File: src/zsce_pkg.sv
// ----------------------------------------------------------------------------
// zsce_pkg
// Shared types and constants for the zoomed sprite chunk expander: map
// geometry, field codes, controller states and controller/datapath structs.
// ----------------------------------------------------------------------------
package zsce_pkg;

  // Chunk map geometry (depth is a power of two, 64K words)
  localparam int MAP_AW    = 16;
  localparam int MAP_DEPTH = 1 << MAP_AW;
  localparam int MAP_W     = 16;

  // Full lookup address is {tile, row, col}: 13 + 3 + 2 bits
  localparam int TILE_W    = 13;
  localparam int LOOKUP_W  = TILE_W + 5;
  localparam int ADDR_W    = (MAP_AW > LOOKUP_W) ? MAP_AW : LOOKUP_W;

  // Chunk grid
  localparam int CHUNKS_PER_SPRITE = 32;
  localparam int CHUNK_W           = $clog2(CHUNKS_PER_SPRITE);
  localparam int CNT_W             = CHUNK_W + 1;

  // Opcodes
  localparam logic OP_LOAD   = 1'b0;
  localparam logic OP_EXPAND = 1'b1;

  // Configuration register indexes
  localparam int   CFG_IDX_W     = 1;
  localparam logic [CFG_IDX_W-1:0] CFG_Y_OFFSET  = 1'b0;
  localparam logic [CFG_IDX_W-1:0] CFG_CODE_MASK = 1'b1;
  localparam logic [4:0]  Y_OFFSET_RESET  = 5'd3;
  localparam logic [15:0] CODE_MASK_RESET = 16'hffff;

  // Chunk code that marks an empty chunk
  localparam logic [15:0] CODE_EMPTY = 16'hffff;

  // Coordinate wrap: values past the right/bottom limit wrap negative
  localparam logic [8:0]         X_WRAP_LIMIT = 9'd320;
  localparam logic signed [10:0] Y_WRAP_LIMIT = 11'sd320;
  localparam logic [9:0]         X_WRAP_SPAN  = 10'd512;
  localparam logic signed [10:0] Y_WRAP_SPAN  = 11'sd512;

  // Controller states
  typedef enum logic [1:0] {
    ST_IDLE,
    ST_WALK,
    ST_FLUSH
  } zsce_state_t;

  // Controller -> datapath commands
  typedef struct packed {
    logic               map_write;   // write one map word from the input
    logic               load_entry;  // capture a sprite entry
    logic               issue;       // read the map for chunk 'chunk'
    logic [CHUNK_W-1:0] chunk;
    logic               pend_load;   // read stage -> pending word
    logic               out_load;    // pending word -> output register
    logic               out_last;    // mark the loaded output word as last
  } zsce_cmd_t;

  // Datapath -> controller status
  typedef struct packed {
    logic tile_zero;  // incoming entry has tile number 0
    logic code_ok;    // chunk in read stage is not empty
  } zsce_status_t;

endpackage

File: src/zsce_ctrl.sv
// ----------------------------------------------------------------------------
// zsce_ctrl
// Controller: input handshake, chunk walk counter, read/pending/output
// occupancy and flow control toward the output register.
// ----------------------------------------------------------------------------
module zsce_ctrl (
  input  logic                   clk,
  input  logic                   rst,
  input  logic                   in_valid,
  output logic                   in_ready,
  input  logic                   opcode,
  output logic                   out_valid,
  input  logic                   out_ready,
  input  zsce_pkg::zsce_status_t status,
  output zsce_pkg::zsce_cmd_t    cmd
);

  import zsce_pkg::*;

  zsce_state_t      state;
  zsce_state_t      state_next;
  logic [CNT_W-1:0] issue_cnt;
  logic [CNT_W-1:0] issue_cnt_next;
  logic             rd_valid;
  logic             rd_valid_next;
  logic             pend_valid;
  logic             pend_valid_next;
  logic             out_valid_next;

  logic in_fire;
  logic out_free;
  logic rd_adv;
  logic walk_done;

  // State and occupancy registers
  always_ff @(posedge clk) begin
    if (rst) begin
      state      <= ST_IDLE;
      issue_cnt  <= '0;
      rd_valid   <= 1'b0;
      pend_valid <= 1'b0;
      out_valid  <= 1'b0;
    end else begin
      state      <= state_next;
      issue_cnt  <= issue_cnt_next;
      rd_valid   <= rd_valid_next;
      pend_valid <= pend_valid_next;
      out_valid  <= out_valid_next;
    end
  end

  // Next state and commands
  always_comb begin
    in_ready        = (state == ST_IDLE);
    in_fire         = in_valid && in_ready;
    out_free        = !out_valid || out_ready;
    rd_adv          = 1'b0;
    walk_done       = 1'b0;
    state_next      = state;
    issue_cnt_next  = issue_cnt;
    rd_valid_next   = rd_valid;
    pend_valid_next = pend_valid;
    cmd             = '0;
    cmd.chunk       = issue_cnt[CHUNK_W-1:0];

    unique case (state)
      ST_IDLE: begin
        if (in_fire) begin
          if (opcode == OP_LOAD) begin
            cmd.map_write = 1'b1;
          end else if (!status.tile_zero) begin
            cmd.load_entry = 1'b1;
            issue_cnt_next = '0;
            state_next     = ST_WALK;
          end
        end
      end
      ST_WALK: begin
        // read stage moves on unless a kept chunk finds both slots full
        rd_adv        = !rd_valid || !status.code_ok || !pend_valid || out_free;
        cmd.pend_load = rd_valid && status.code_ok && rd_adv;
        cmd.out_load  = cmd.pend_load && pend_valid;
        cmd.issue     = rd_adv && !issue_cnt[CNT_W-1];
        if (cmd.pend_load) begin
          pend_valid_next = 1'b1;
        end
        if (cmd.issue) begin
          issue_cnt_next = issue_cnt + CNT_W'(1);
          rd_valid_next  = 1'b1;
        end else if (rd_adv) begin
          rd_valid_next = 1'b0;
        end
        walk_done = rd_adv && issue_cnt[CNT_W-1];
        if (walk_done) begin
          state_next = ST_FLUSH;
        end
      end
      ST_FLUSH: begin
        // final kept chunk goes out marked last
        if (!pend_valid) begin
          state_next = ST_IDLE;
        end else if (out_free) begin
          cmd.out_load    = 1'b1;
          cmd.out_last    = 1'b1;
          pend_valid_next = 1'b0;
          state_next      = ST_IDLE;
        end
      end
      default: state_next = ST_IDLE;
    endcase

    out_valid_next = cmd.out_load ? 1'b1 : (out_ready ? 1'b0 : out_valid);
  end

`ifndef NO_ASSERTIONS
  // A word never overwrites an output word that is still waiting
  a_no_overwrite: assert property (@(posedge clk) disable iff (rst)
    cmd.out_load |-> (!out_valid || out_ready))
    else $error("output word overwritten while stalled");

  // Walk never issues more than one grid of reads
  a_issue_bound: assert property (@(posedge clk) disable iff (rst)
    cmd.issue |-> !issue_cnt[CNT_W-1])
    else $error("chunk read issued past end of grid");

  // Nothing of a sprite is left in flight when a new item may enter
  a_idle_empty: assert property (@(posedge clk) disable iff (rst)
    (state == ST_IDLE) |-> (!rd_valid && !pend_valid))
    else $error("idle with chunk still in flight");

  // Read data is only live during a walk
  a_rd_walk: assert property (@(posedge clk) disable iff (rst)
    rd_valid |-> (state == ST_WALK))
    else $error("read stage valid outside walk");

  // A stalled read stage holds its chunk until the pending slot frees
  a_rd_hold: assert property (@(posedge clk) disable iff (rst)
    (state == ST_WALK && rd_valid && !rd_adv) |=> (rd_valid && $stable(issue_cnt)))
    else $error("stalled read stage lost its chunk");
`endif

endmodule

File: config.mk
export PLATFORM = sky130hd
export DESIGN_NAME = zsce_ctrl
export DESIGN_NICKNAME = d
export VERILOG_FILES = /design/src/zsce_pkg.sv /design/src/zsce_ctrl.sv
export SDC_FILE = /design/constraint.sdc
export NUM_CORES = 1
export LEC_CHECK = 0
export BUFFER_PORTS_ARGS = -buffer_cell sky130_fd_sc_hd__buf_2
export CORE_MARGIN = 2
export CORE_UTILIZATION = 33
export CTS_CLUSTER_DIAMETER = 80
export DETAILED_ROUTE_END_ITERATION = 8
export GPL_ROUTABILITY_DRIVEN = 1
export PLACE_DENSITY = 0.59
export SETUP_SLACK_MARGIN = 0.02
export SKIP_LAST_GASP = 1
export SLEW_MARGIN = 20
export SYNTH_ARGS = -nofsm -noshare
export SYNTH_HDL_FRONTEND = slang
export SYNTH_SLANG_ARGS = --single-unit
File: constraint.sdc
create_clock -name clk -period 1.9 [get_ports clk]
set_input_delay 0.095 -clock clk [delete_from_list [all_inputs] [get_ports clk]]
set_output_delay 0.095 -clock clk [all_outputs]
set_load 0.03 [all_outputs]
# After elaboration in Yosys (flattened, before gate mapping)
# Cells that the tools add are included.
# op_classes
n_addsub	1
eq_ne	9
muxes	31
n_reduce_logical	24
# ops
cell	count
$mux 6	4
$mux 2	10
$mux 1	13
$pmux 6 s2	1
$reduce_and 5->1	2
$ne 2x2->1 const B	4
$reduce_bool 2->1	4
$add 6x1->6 const B	1
$logic_and 1x1->1	6
$pmux 2 s3	1
$logic_not 1->1	5
$logic_or 1x1->1	4
$ne 2x1->1 const B	2
$pmux 1 s2	2
$reduce_and 2->1	2
$ne 3x3->1 const B	1
$eq 2x1->1 const B	1
$eq 2x2->1 const B	1
$logic_not 2->1	1
# word_totals
out_inout_bits	13
regBits	11

# Depth between registers and ports, before layout
# depth
word_depth	8
mapped_depth	7
ltp_nobuf	6

# Worst setup path before layout
# No wires, ideal clock.
# synth_timing
kind	register to register
from	register state[0]
to	register issue_cnt[5]
n_path_buf	0
setup_ns	0.123
path_slack_ns	-0.241
path_stages_with_launch	7
arrival_ns	2.017
path_cell_list	dfxtp_1 -> inv_1 -> ha_1 -> nand2_1 -> nor3b_1 -> and2_1 -> o32ai_2
# synth_between
elab_chain_cells	4
word_cells_on_any_way	10
classes_between	eq/ne: 5; mux: 1; reduce/logical: 4
# synth_rtl
element	line	rtl
start: declaration	zsce_ctrl.sv:20	zsce_state_t state;
start signal: assignment	zsce_ctrl.sv:44	state <= state_next;
$logic_not 2->1 *	zsce_ctrl.sv:54	in_ready = (state == ST_IDLE);
via in_ready	zsce_ctrl.sv:10	output logic in_ready,
$logic_and 1x1->1	zsce_ctrl.sv:55	in_fire = in_valid && in_ready;
$ne 2x1->1 (no source line)	--	
$reduce_and 5->1 (no source line)	--	
end signal: assignment	zsce_ctrl.sv:45	issue_cnt <= issue_cnt_next;
end: declaration	zsce_ctrl.sv:22	logic [CNT_W-1:0] issue_cnt;
# Mark *: on every way through the listed nets, which the timed path passes. The rest lies on a longest branch.
# A chain may end at the register's enable or synchronous reset.

==> flow_summary.yaml <==
clock_tree:
  htree_levels: 1
  cts_tree: "built"
  cts.sink_count: 11
  clk_latency_ns: 0.28
  clock_path_buffers: 2
  cts_buffers: 3
  ctsHoldBuffers: 0
  root_buffer: "clkbuf_4"
  clkTransAtPathRegs_ns: 0.08
layout:
  final_cell_mix: "buf_2, dfxtp_1, nand2_1, inv_1"
  area_growth_pct: 14.6
  nNetsFinal: 115
  post-route-util_pct: 39.0
  mostFrequentLayoutCell: "buf_2"
  final.fill_count: 236
  n_antenna_cell: 0
  drive_above_1_share_pct: 30.4
setup_path:
  cp_slowest_cell: "dfxtp_1"
  cp-start-kind: "flip-flop"
  crit_buf_inv: 2
  cp.required_ns: 1.80
  crit_arrival_ns: 1.60
  worstPathMaxFanout: 9
  cp_cell_sequence: "inv_1, ha_2, and3_2, o211ai_1, nor2b_1, buf_2"
  max_stage_delay_ns: 0.35
  end_kind: "output pin"
  crit_type: "flip-flop to output pin"
  path_delay_family: "flip-flops"
timing:
  clock_skew_ns: 0.00947
  max_slew_margin_pct: 78.8
  worst_pin_slew_ns: 0.318
  slew_viol_final: 0
  min_period_over_period_pct: 89.3
  finalCriticalPeriod_ns: 1.70
  rsz0062_at_grt: "no"
  fmax_mhz: 589
  setup_viol_count_final: 0
  fin_tns_setup_ns: 0
  finalHoldViolCount: 0
global_routing:
  grt_pass1_wl_mm: 2.50
  grt-ovfl-total: 0
  grt_use_total_pct: 12.9
  grt_max_degree: 10
  first_global_vias: 563
  antenna_found_initial: 0
run_status:
  status: "complete, no violations"
placement:
  place_congestion: 0.843
  io_buffers: 19
  hpwl_mm: 1.20
power:
  p_total_uw: 858
  vdd.ir_drop.worst_mv: 0.604
  leakagePower_nw: 0.360
  power-per-cell-area_mw_per_mm2: 1010
synthesis:
  synth_top_area_share_pct: 29.8
  synth_seq_area_share_pct: 29.8
  synthTopCellsByArea: "dfxtp_1, ha_1, buf_4, nand2_1, inv_1"
  ys.flop_type: "dfxtp_1"
  synth_edf_count: 0
  syn-cell-area_um2: 739
  syn_nets: 98
  ys_warn_count: 0
  async_flop_share_pct: 0
  ys_ff_latch: 11
  syn_avg_cell_area_um2: 8.60
  synth.largest_area_cell: "dfxtp_1"
  syn_inst: 86
  synth_cell_types: 37
floorplanning:
  dieArea_mm2: 0.00264
  ios: 20
  die_w_um: 51.3
  design.core.area_mm2: 0.00217
  rows: 17
  die_h_um: 51.3
  start_util_pct: 34.1
detailed_routing:
  vias_per_cell: 4.87
  dr.pass1.iters: 4
  ant_nets: 0
  drc: 0
  vias: 633
  drtIter0Drc: 12
  drt_wl_total_mm: 1.53
  routedWlPerCell_um: 11.7
worst_hold_path:
  hold_path_class: "primary input to flip-flop"
job:
  cap_violations: 0
layout make-up:
type	instances	area [um2]	area share (%)
Clock buffer	4	26.3	3.10
Inverter	7	26.3	3.10
Multi-Input combinational cell	61	444	52.4
Sequential cell	11	220	26.0
Tap cell	28	35.0	4.14
Timing Repair Buffer	19	95.1	11.2
power by group:
group,switching [mW],internal (mW),leakage (nW),total (mW)
registers,0.0320,0.264,0.0894,0.296
clock network,0.0875,0.0814,0.0150,0.169
logic,0.243,0.151,0.256,0.394
Yosys cell counts, drive strengths merged, types with 3 or more instances:
master  instances
dfxtp          11
nand2          10
buf             7
inv             7
ha              5
a21oi           4
nand3           4
nor2            4
and2            3
and3            3
through the flow:
| stage | setup slack, ns | area (um2) | cells | hold slack [ns] |
|---|---|---|---|---|
| 2_1_floorplan | 0.0777 | 744 | 86 | 0.164 |
| 3_3_place_gp | 0.410 | 818 | 126 | 0.357 |
| 3_5_place_dp | 0.351 | 818 | 126 | 0.357 |
| 4_1_cts | 0.118 | 845 | 130 | 0.0569 |
| 5_1_grt | 0.0841 | 847 | 130 | 0.0860 |
| 6_report | 0.203 | 847 | 130 | 0.0586 |
timing repair:
item / in CTS / in global routing
endpoints found under the setup margin: 0 / 1
endpoints found under the hold margin: 0 / 0
setup buffers: 0 / 0
resized for setup: 0 / 1
worst register-to-register path: stages, from the launching register on:
cell and delay (ns):
dfxtp_1 0.33, inv_1 0.10, ha_2 0.26, nand3_1 0.12, o221ai_1 0.30, o21ai_1 0.16, o32ai_1 0.14
state kept, by name (all words and copies together), names as in the netlist:
name / cells
pend_valid: 1
out_valid: 1
issue_cnt: 6
rd_valid: 1
state: 2
logic make-up after synthesis:
kind of cell             share of synthesized area [%]
flip-flops                                        29.8
AND/OR/NAND/NOR                                   25.9
multiplexers                                      2.71
AO/OA/AOI/OAI                                     22.0
buffers and inverters                             11.2
adder cells (fa/ha/maj)                           8.46
routing by layer:
| layer | part of all wire, % | routed length [um] | track usage (%) |
|---|---|---|---|
| met1 | 47 | 721 | 18.4 |
| met2 | 47 | 713 | 18.2 |
| met3 | 5.3 | 81 | 5.26 |
| met4 | 0.72 | 11 | 2.63 |
| met5 | 0 | 0 | 0 |
final timing paths:
path              slack, ns                   from  depth (start not counted)                   endpoint
hold reg to reg        0.48  state[0]$_SDFFE_PP0P_                          2      state[0]$_SDFFE_PP0P_
hold / removal         0.06                    rst                          2     out_valid$_SDFFE_PP0P_
setup reg to reg       0.39  state[1]$_SDFFE_PP0P_                          6  issue_cnt[3]$_SDFFE_PP0P_
setup / recovery       0.20  state[1]$_SDFFE_PP0P_                          6                     cmd[1]
(Power assumes the default switching activity.)
